==> config.mk <==
export PLATFORM = sky130hd
export DESIGN_NAME = limit_table_charge_scheduler_top
export DESIGN_NICKNAME = d
export VERILOG_FILES = /design/src/rtl/ltcs_pkg.sv /design/src/rtl/ltcs_limit_mem.sv /design/src/rtl/ltcs_eval.sv /design/src/rtl/limit_table_charge_scheduler_top.sv
export SDC_FILE = /design/constraint.sdc
export NUM_CORES = 2
export LEC_CHECK = 0
export BUFFER_PORTS_ARGS = -buffer_cell sky130_fd_sc_hd__buf_2
export CAP_MARGIN = 20
export CORE_ASPECT_RATIO = 0.6
export CORE_MARGIN = 2
export CORE_UTILIZATION = 49
export CTS_BUF_LIST = sky130_fd_sc_hd__clkbuf_8
export CTS_CLUSTER_DIAMETER = 200
export CTS_CLUSTER_SIZE = 24
export DETAILED_ROUTE_END_ITERATION = 10
export GPL_TIMING_DRIVEN = 1
export PLACE_DENSITY_LB_ADDON = 0.3
export SLEW_MARGIN = 10
export SYNTH_ARGS = -nofsm -noshare
export SYNTH_HDL_FRONTEND = slang
export SYNTH_SLANG_ARGS = --single-unit
==> constraint.sdc <==
create_clock -name clock -period 7.61 [get_ports clock]
set_input_delay 1.522 -clock clock [delete_from_list [all_inputs] [get_ports clock]]
set_output_delay 1.522 -clock clock [all_outputs]
set_load 0.01 [all_outputs]
==> src/rtl/ltcs_pkg.sv <==
package ltcs_pkg;

   localparam int ENTRIES_DEFAULT = 8;

   // Function codes
   localparam logic [1:0] FUNC_MEASURE  = 2'd0;
   localparam logic [1:0] FUNC_WR_UPPER = 2'd1;
   localparam logic [1:0] FUNC_WR_LOWER = 2'd2;
   localparam logic [1:0] FUNC_SELECT   = 2'd3;

   // Quantity codes
   localparam logic [2:0] QTY_TIMEOUT = 3'd0;
   localparam logic [2:0] QTY_VOLT    = 3'd1;
   localparam logic [2:0] QTY_CURRENT = 3'd2;
   localparam logic [2:0] QTY_CHARGE  = 3'd3;
   localparam logic [2:0] QTY_TEMP    = 3'd4;
   localparam logic [2:0] QTY_COUNT   = 3'd5;

   localparam int SIDE_SLOTS    = 5;
   localparam int SLOTS_PER_ROW = 2 * SIDE_SLOTS;

   typedef logic [3:0] slot_idx_type;

   // Slot positions inside one row: upper side first, then lower side
   localparam slot_idx_type SLOT_HI_TIME = 4'd0;
   localparam slot_idx_type SLOT_HI_VOLT = 4'd1;
   localparam slot_idx_type SLOT_HI_CURR = 4'd2;
   localparam slot_idx_type SLOT_HI_CHRG = 4'd3;
   localparam slot_idx_type SLOT_HI_TEMP = 4'd4;
   localparam slot_idx_type SLOT_LO_VOLT = 4'd6;
   localparam slot_idx_type SLOT_LO_CURR = 4'd7;
   localparam slot_idx_type SLOT_LO_CHRG = 4'd8;
   localparam slot_idx_type SLOT_LO_TEMP = 4'd9;

   localparam logic [31:0] DEFAULT_DELTA = 32'(3600 * 1000);
   localparam logic [31:0] HI_VOLT_MV    = 32'(5 * 1380);
   localparam logic [31:0] HI_CURR_MA    = 32'd1000;
   localparam logic [31:0] HI_TEMP_CENTI = 32'(5200 - 500);
   localparam logic [31:0] LO_VOLT_MV    = 32'(5 * 200);
   localparam logic [31:0] LO_TEMP_CENTI = 32'd0;
   localparam logic [7:0]  DEFAULT_ACT   = 8'd1;
   localparam logic [7:0]  DEFAULT_ENTRY = 8'd2;

   typedef struct packed {
      logic [7:0]  action;
      logic [31:0] value;
   } limit_slot_type;

   typedef limit_slot_type [SLOTS_PER_ROW-1:0] row_type;

   typedef struct packed {
      logic           en;
      slot_idx_type   slot;
      limit_slot_type data;
   } limit_wr_type;

   typedef struct packed {
      logic [1:0]         func;
      logic [2:0]         entry;
      logic [2:0]         quantity;
      logic [7:0]         limit_action;
      logic [31:0]        limit_value;
      logic [31:0]        now_ms;
      logic [15:0]        volt_mv;
      logic signed [15:0] current_ma;
      logic signed [15:0] charge_raw;
      logic signed [15:0] temp_centi;
      logic               ac_present;
   } req_type;

   typedef struct packed {
      logic       switched;
      logic [2:0] active_entry;
      logic [7:0] trip_action;
   } rsp_type;

   // Power-up contents of the NiMH entry
   function automatic row_type default_row();
      row_type r;
      r = '0;
      r[SLOT_HI_TIME].value  = DEFAULT_DELTA;
      r[SLOT_HI_VOLT].action = DEFAULT_ACT;
      r[SLOT_HI_VOLT].value  = HI_VOLT_MV;
      r[SLOT_HI_CURR].action = DEFAULT_ACT;
      r[SLOT_HI_CURR].value  = HI_CURR_MA;
      r[SLOT_HI_TEMP].action = DEFAULT_ACT;
      r[SLOT_HI_TEMP].value  = HI_TEMP_CENTI;
      r[SLOT_LO_VOLT].action = DEFAULT_ACT;
      r[SLOT_LO_VOLT].value  = LO_VOLT_MV;
      r[SLOT_LO_TEMP].action = DEFAULT_ACT;
      r[SLOT_LO_TEMP].value  = LO_TEMP_CENTI;
      return r;
   endfunction

endpackage

==> src/rtl/ltcs_limit_mem.sv <==
module ltcs_limit_mem #(
   parameter int ENTRIES = ltcs_pkg::ENTRIES_DEFAULT
) (
   input  logic                          clock,
   input  logic                          reset,
   input  ltcs_pkg::limit_wr_type        wr,
   input  logic [$clog2(ENTRIES)-1:0]    wr_addr,
   input  logic                          rd_en,
   input  logic [$clog2(ENTRIES)-1:0]    rd_addr,
   output ltcs_pkg::row_type             rd_data
);
   import ltcs_pkg::*;

   row_type             mem [ENTRIES];
   logic [ENTRIES-1:0]  valid_ff;
   row_type             rd_row_ff;
   logic                rd_valid_ff;
   logic                rd_dflt_ff;
   row_type             wr_row;
   logic                wr_dflt;
   logic                rd_dflt;

   // Only the NiMH entry powers up nonzero, and only when it exists
   assign wr_dflt = (ENTRIES > 2) && (8'(wr_addr) == DEFAULT_ENTRY);
   assign rd_dflt = (ENTRIES > 2) && (8'(rd_addr) == DEFAULT_ENTRY);

   // First write to a row lays the whole power-up row down with one slot replaced
   always_comb begin
      wr_row = wr_dflt ? default_row() : '0;
      wr_row[wr.slot] = wr.data;
   end

   always_ff @(posedge clock) begin
      if (reset) begin
         valid_ff <= '0;
      end else if (wr.en) begin
         valid_ff[wr_addr] <= 1'b1;
      end
   end

   always_ff @(posedge clock) begin
      if (wr.en) begin
         if (valid_ff[wr_addr]) begin
            mem[wr_addr][wr.slot] <= wr.data;
         end else begin
            mem[wr_addr] <= wr_row;
         end
      end
   end

   always_ff @(posedge clock) begin
      if (rd_en) begin
         rd_row_ff   <= mem[rd_addr];
         rd_valid_ff <= valid_ff[rd_addr];
         rd_dflt_ff  <= rd_dflt;
      end
   end

   assign rd_data = rd_valid_ff ? rd_row_ff : (rd_dflt_ff ? default_row() : '0);

endmodule

==> src/rtl/ltcs_eval.sv <==
module ltcs_eval (
   input  ltcs_pkg::row_type  row,
   input  logic [31:0]        deadline_ms,
   input  ltcs_pkg::req_type  meas,
   output logic [7:0]         trip_action
);
   import ltcs_pkg::*;

   logic [31:0] remain;

   assign remain = deadline_ms - meas.now_ms;

   // Fixed priority: deadline, upper limits, lower limits
   always_comb begin
      trip_action = '0;
      if (row[SLOT_HI_TIME].action != '0 && remain[31]) begin
         trip_action = row[SLOT_HI_TIME].action;
      end else if (row[SLOT_HI_VOLT].action != '0
                   && meas.volt_mv > row[SLOT_HI_VOLT].value[15:0]) begin
         trip_action = row[SLOT_HI_VOLT].action;
      end else if (row[SLOT_HI_CURR].action != '0
                   && meas.current_ma > $signed(row[SLOT_HI_CURR].value[15:0])) begin
         trip_action = row[SLOT_HI_CURR].action;
      end else if (row[SLOT_HI_CHRG].action != '0
                   && meas.charge_raw > $signed(row[SLOT_HI_CHRG].value[15:0])) begin
         trip_action = row[SLOT_HI_CHRG].action;
      end else if (row[SLOT_HI_TEMP].action != '0
                   && meas.temp_centi > $signed(row[SLOT_HI_TEMP].value[15:0])) begin
         trip_action = row[SLOT_HI_TEMP].action;
      end else if (row[SLOT_LO_VOLT].action != '0
                   && meas.volt_mv < row[SLOT_LO_VOLT].value[15:0]) begin
         trip_action = row[SLOT_LO_VOLT].action;
      end else if (row[SLOT_LO_CURR].action != '0
                   && meas.current_ma < $signed(row[SLOT_LO_CURR].value[15:0])) begin
         trip_action = row[SLOT_LO_CURR].action;
      end else if (row[SLOT_LO_CHRG].action != '0
                   && meas.charge_raw < $signed(row[SLOT_LO_CHRG].value[15:0])) begin
         trip_action = row[SLOT_LO_CHRG].action;
      end else if (row[SLOT_LO_TEMP].action != '0
                   && meas.temp_centi < $signed(row[SLOT_LO_TEMP].value[15:0])) begin
         trip_action = row[SLOT_LO_TEMP].action;
      end
   end

endmodule

==> src/rtl/limit_table_charge_scheduler_top.sv <==
// Response: registered at the acceptance edge, into the skid slot while the output is stalled.
// Throughput: one transaction per cycle while the skid slot is empty; a transaction that switches the active entry (a
// tripped limit or a select) holds req_ready low for one cycle while the new row is read
// from the limit table (synchronous read port, separate write port).
// Reset: synchronous, active high; per-row valid bits make the table read as its power-up
// contents at once, so there is no clearing pass.
module limit_table_charge_scheduler_top #(
   parameter int ENTRIES = ltcs_pkg::ENTRIES_DEFAULT
) (
   input  logic              clock,
   input  logic              reset,
   input  logic              req_valid,
   output logic              req_ready,
   input  ltcs_pkg::req_type req_data,
   output logic              rsp_valid,
   input  logic              rsp_ready,
   output ltcs_pkg::rsp_type rsp_data
);
   import ltcs_pkg::*;

   localparam int          EW        = $clog2(ENTRIES);
   localparam logic [7:0]  CUR_RESET = 8'(2 % ENTRIES);
   localparam int          RECIP     = (65536 + ENTRIES - 1) / ENTRIES;

   // Reduce an 8-bit value mod ENTRIES: the quotient comes from a reciprocal
   // multiply, which is exact for every 8-bit value, and its multiple is subtracted
   function automatic logic [7:0] mod_entries(input logic [7:0] v);
      logic [23:0] prod;
      logic [7:0]  quot;
      logic [15:0] back;
      logic [15:0] rem;
      prod = 24'(v) * 24'(RECIP);
      quot = prod[23:16];
      back = 16'(quot) * 16'(ENTRIES);
      rem  = 16'(v) - back;
      return rem[7:0];
   endfunction

   // Architectural state outside the table
   logic [EW-1:0] cur_ff, cur_in;
   logic [31:0]   deadline_ff, deadline_in;
   logic [31:0]   last_time_ff, last_time_in;
   // Copy of the active entry's row; refilled from the table after each switch
   row_type       cache_ff, cache_in;
   logic          fetch_ff, fetch_in;

   // Response register plus skid slot
   rsp_type       rsp_ff, rsp_in;
   logic          rsp_valid_ff, rsp_valid_in;
   rsp_type       skid_ff, skid_in;
   logic          skid_valid_ff, skid_valid_in;

   logic          accept;
   logic          is_meas, is_write, is_select;
   logic [7:0]    ent_wide, trip_wide;
   logic [EW-1:0] ent_mod, trip_mod, new_entry;
   logic [7:0]    eval_trip, trip;
   logic          do_switch;
   limit_wr_type  wr;
   row_type       rd_row;
   rsp_type       result;
   logic          rsp_pop;

   assign req_ready = !fetch_ff && !skid_valid_ff;
   assign accept    = req_valid && req_ready;
   assign rsp_pop   = rsp_valid_ff && rsp_ready;

   always_comb begin
      is_meas   = 1'b0;
      is_write  = 1'b0;
      is_select = 1'b0;
      unique case (req_data.func)
         FUNC_MEASURE:                 is_meas   = 1'b1;
         FUNC_WR_UPPER, FUNC_WR_LOWER: is_write  = 1'b1;
         FUNC_SELECT:                  is_select = 1'b1;
         default:                      is_meas   = 1'b0;
      endcase
   end

   assign ent_wide  = mod_entries(8'(req_data.entry));
   assign ent_mod   = ent_wide[EW-1:0];

   ltcs_eval u_eval (
      .row         (cache_ff),
      .deadline_ms (deadline_ff),
      .meas        (req_data),
      .trip_action (eval_trip)
   );

   // Without external power a measurement checks nothing
   assign trip      = (is_meas && req_data.ac_present) ? eval_trip : '0;
   assign trip_wide = mod_entries(trip);
   assign trip_mod  = trip_wide[EW-1:0];

   assign do_switch = accept && (is_select || trip != '0);
   assign new_entry = is_select ? ent_mod : trip_mod;

   // Load one limit slot; ignore quantities past temperature
   always_comb begin
      wr.en        = accept && is_write && (req_data.quantity < QTY_COUNT);
      wr.slot      = (req_data.func == FUNC_WR_LOWER)
                     ? 4'(req_data.quantity) + 4'(SIDE_SLOTS)
                     : 4'(req_data.quantity);
      wr.data.action = req_data.limit_action;
      wr.data.value  = req_data.limit_value;
   end

   ltcs_limit_mem #(
      .ENTRIES (ENTRIES)
   ) u_mem (
      .clock   (clock),
      .reset   (reset),
      .wr      (wr),
      .wr_addr (ent_mod),
      .rd_en   (do_switch),
      .rd_addr (new_entry),
      .rd_data (rd_row)
   );

   always_comb begin
      cur_in       = cur_ff;
      deadline_in  = deadline_ff;
      last_time_in = last_time_ff;
      cache_in     = cache_ff;
      fetch_in     = do_switch;
      if (fetch_ff) begin
         // New row has arrived: refill the copy and re-arm the deadline
         cache_in    = rd_row;
         deadline_in = last_time_ff + rd_row[SLOT_HI_TIME].value;
      end else begin
         if (accept && is_meas) begin
            last_time_in = req_data.now_ms;
         end
         if (do_switch) begin
            cur_in = new_entry;
         end
         // Keep the copy coherent with writes to the active entry
         if (wr.en && ent_mod == cur_ff) begin
            cache_in[wr.slot] = wr.data;
         end
      end
   end

   always_comb begin
      result.switched     = do_switch;
      result.active_entry = do_switch ? 3'(8'(new_entry)) : 3'(8'(cur_ff));
      result.trip_action  = trip;
   end

   // Hold a response in the skid slot while the output is stalled
   always_comb begin
      rsp_in        = rsp_ff;
      rsp_valid_in  = rsp_valid_ff;
      skid_in       = skid_ff;
      skid_valid_in = skid_valid_ff;
      if (skid_valid_ff) begin
         if (rsp_pop) begin
            rsp_in        = skid_ff;
            skid_valid_in = 1'b0;
         end
      end else if (accept) begin
         if (!rsp_valid_ff || rsp_pop) begin
            rsp_in       = result;
            rsp_valid_in = 1'b1;
         end else begin
            skid_in       = result;
            skid_valid_in = 1'b1;
         end
      end else if (rsp_pop) begin
         rsp_valid_in = 1'b0;
      end
   end

   always_ff @(posedge clock) begin
      if (reset) begin
         cur_ff        <= CUR_RESET[EW-1:0];
         deadline_ff   <= DEFAULT_DELTA;
         last_time_ff  <= '0;
         cache_ff      <= (8'(CUR_RESET) == DEFAULT_ENTRY) ? default_row() : '0;
         fetch_ff      <= 1'b0;
         rsp_valid_ff  <= 1'b0;
         skid_valid_ff <= 1'b0;
      end else begin
         cur_ff        <= cur_in;
         deadline_ff   <= deadline_in;
         last_time_ff  <= last_time_in;
         cache_ff      <= cache_in;
         fetch_ff      <= fetch_in;
         rsp_valid_ff  <= rsp_valid_in;
         skid_valid_ff <= skid_valid_in;
      end
   end

   always_ff @(posedge clock) begin
      rsp_ff  <= rsp_in;
      skid_ff <= skid_in;
   end

   assign rsp_valid = rsp_valid_ff;
   assign rsp_data  = rsp_ff;

endmodule

==> reports/results.tsv <==
metric	value	unit
outcome	complete, no violations	
grt_pass1_wl	380000	µm
leakagePower	0.0354	µW
synth_async_sr_flop_share	0	%
vias_per_cell	6.04	
cts_setup_buffers	0	
synth_seq_area_share	67.8	%
ys_seq_elements	2392	
slew_violations	0	
vias	57802	
rsz0062_at_grt	no	
yosysTopAreaCell	edfxtp_1	
place_congestion	0.945	
core_area	206000	µm²
wire_per_inst	27.8	µm
dieArea	212000	µm²
clock_sink_count	2392	
start_util	49.4	%
p_per_area	219	nW/µm²
ys.flop_type	edfxtp_1	
setup-violations-final	0	
num_rows	129	
synth_most_common_cell	edfxtp_1	
final_hold_viol_count	0	
cts_tree	built	
worst_setup_path_end_kind	register	
max_freq	162	MHz
synth_common_cells	edfxtp_1, mux2i_1, nor2_1, dfxtp_1, mux2_2	
cap_violations	0	
postCtsHoldBufs	0	
relSlewSlack	21.8	%
grt_use_total	24.6	%
drive_gt1_share	12.5	%
crit_arrival	6.68	ns
rrSetupSlack	1.77	ns
wl	266000	µm
avgSynthCellArea	15.4	µm²
cts_buffer_depth	3	
fin_hold_ws	0.471	ns
hpwl	167000	µm
syn_area	102000	µm²
worstPathMaxFanout	89	
path_class	primary input to register	
ir_worst_vdd	0.143	mV
antenna_found_initial	66	
port_buffers	162	
syn_inst	6613	
synth_top_area_share	62.3	%
die_x	592	µm
synth_area_leaders	edfxtp_1, mux2i_1, dfxtp_1	
grt_max_degree	95	
holdCritPathClass	register to register	
drt_iter0_markers	8331	
grt_pass1_vias	53736	
startpoint_type	primary input	
min_period	6.16	ns
numCtsBuffers	109	
fin_skew	0.0858	ns
worstHoldStart	last_time_ff[4]	
clock-root-buffer	clkbuf_8	
cts.clk_slew.worst_paths	0.15	ns
r2r-start	deadline_ff[30]	
ant_nets	0	
worstSkewPairLatency	0.95	ns
totalNegativeSetupSlack	0	ns
die_y	357	µm
timing.rr.end	u_mem.rd_row_ff[88]	
io-pin-count	163	
crit_required	8.13	ns
hold_depth	2	
cts_resized	0	
worstHoldEndpoint	last_time_ff[4]	
nets	7048	
p_total	23700	µW
rr_worst_depth	13	
tightest_slew	1.17	ns
grt.overflow.total	0	
dr.pass1.iters	6	
synthToLayoutAreaGrowth	6.34	%
syn_nets	6952	
fin_crit_sh	81.0	%
yosysUniqueCellTypes	96	
route.detailed.drc	0	
ys.warnings.count	0	
cts-htree-levels	3	
synth_edf_count	2114	
[flip-flops by register name, summed over array words and instances, names as in the netlist]
name / cells
u_mem.rd_dflt_ff: 1
rsp_valid: 1
skid_ff: 12
cur_ff: 3
skid_valid_ff: 1
deadline_ff: 32
u_mem.rd_valid_ff: 1
rsp_data: 12
u_mem.mem: 1856
last_time_ff: 32
u_mem.valid_ff: 8
u_mem.rd_row_ff: 232
cache_ff: 200
fetch_ff: 1
[how the worst max path moves through the flow]
stage / from / end / slack [ns] / cells after the start
floorplan: req_data[32] / skid_ff[11] / 0.007 / 12
global placement: req_data[91] / u_mem.rd_row_ff[368] / 0.70 / 15
detailed placement: req_data[91] / u_mem.rd_row_ff[92] / 0.60 / 15
CTS: req_data[91] / u_mem.rd_row_ff[88] / 1.56 / 15
global route: req_data[91] / u_mem.rd_row_ff[88] / 1.30 / 15
finish: req_data[91] / u_mem.rd_row_ff[88] / 1.45 / 15
[critical path, cell delays in order]
cell	delay, ns
buf_2	0.09
inv_1	0.04
ha_1	0.33
and4_1	0.24
nand3_1	0.13
or4_1	0.54
a31oi_1	0.71
or3b_1	0.33
and2_1	0.42
o21ai_0	0.24
or3_1	0.41
and4b_1	0.25
a21o_1	0.26
inv_8	0.48
buf_12	0.51
[power by group]
| group | leakage (µW) | switching (µW) | internal (µW) |
|---|---|---|---|
| Sequential | 0.0215 | 309 | 14900 |
| Combinational | 0.0128 | 2140 | 1220 |
| Clock | 0.00117 | 3790 | 1370 |
[through the flow]
step / worst slack, ns / utilization [%] / instance area, µm² / std cells
after global routing: 1.30 / 52.5 / 108000 / 9547
after detailed placement: 0.603 / 51.5 / 106000 / 9344
final: 1.45 / 52.5 / 108000 / 9562
after global placement: 0.702 / 51.5 / 106000 / 9342
after CTS: 1.56 / 52.4 / 108000 / 9526
after floorplan: 0.00738 / - / 102000 / 6613
[kinds of logic (layout without fill, tap and decap cells)]
group / after synthesis / after routing / share of synthesized area, %
buf+inv: 595 / 762 / 2.80
simple gates: 953 / 953 / 4.61
fa+ha+maj: 190 / 190 / 2.34
mux: 1656 / 1656 / 16.6
flops: 2392 / 2392 / 67.8
other cells: 0 / 31 / 0
xor+xnor: 28 / 28 / 0.241
compound gates: 799 / 799 / 5.60
[cells in the final DEF, fill, tap and decap left out, types with 9 or more instances in the layout]
master,n
a211oi_1,175
a21o_1,64
a21oi_1,114
a221oi_1,100
a22oi_1,108
a31oi_1,10
and2_1,197
buf_12,34
buf_2,162
buf_4,179
clkbuf_8,111
dfxtp_1,277
diode_2,31
edfxtp_1,2114
ha_1,189
inv_1,269
mux2_2,240
mux2i_1,1414
nand2_1,192
nand2b_1,26
nand3_1,18
nand4_1,26
nor2_1,246
nor2_2,67
nor2b_1,41
nor3_1,40
nor4_1,17
o211ai_1,16
o21a_1,12
o21ai_0,100
or3_1,9
or4_1,13
xnor2_1,16
xor2_1,12
[final cells by class]
class	instances	area (µm²)
clock inverters	72	299
repair buffers	378	2880
inverters	202	766
multi-input cells	3626	30200
fillers	16731	98000
flip-flops and latches	2392	69000
clock buffers	110	1510
well taps	2751	3440
diodes	31	77.6
[routing by layer]
metal  wire, µm  GRT usage (%)  up-vias
li1           -              -    25399
met1     119000           39.3    29174
met2     111000           34.7     2840
met3      28700           4.16      379
met4       6870           6.03       10
met5         60              0        -
(Power assumes the default switching activity.)
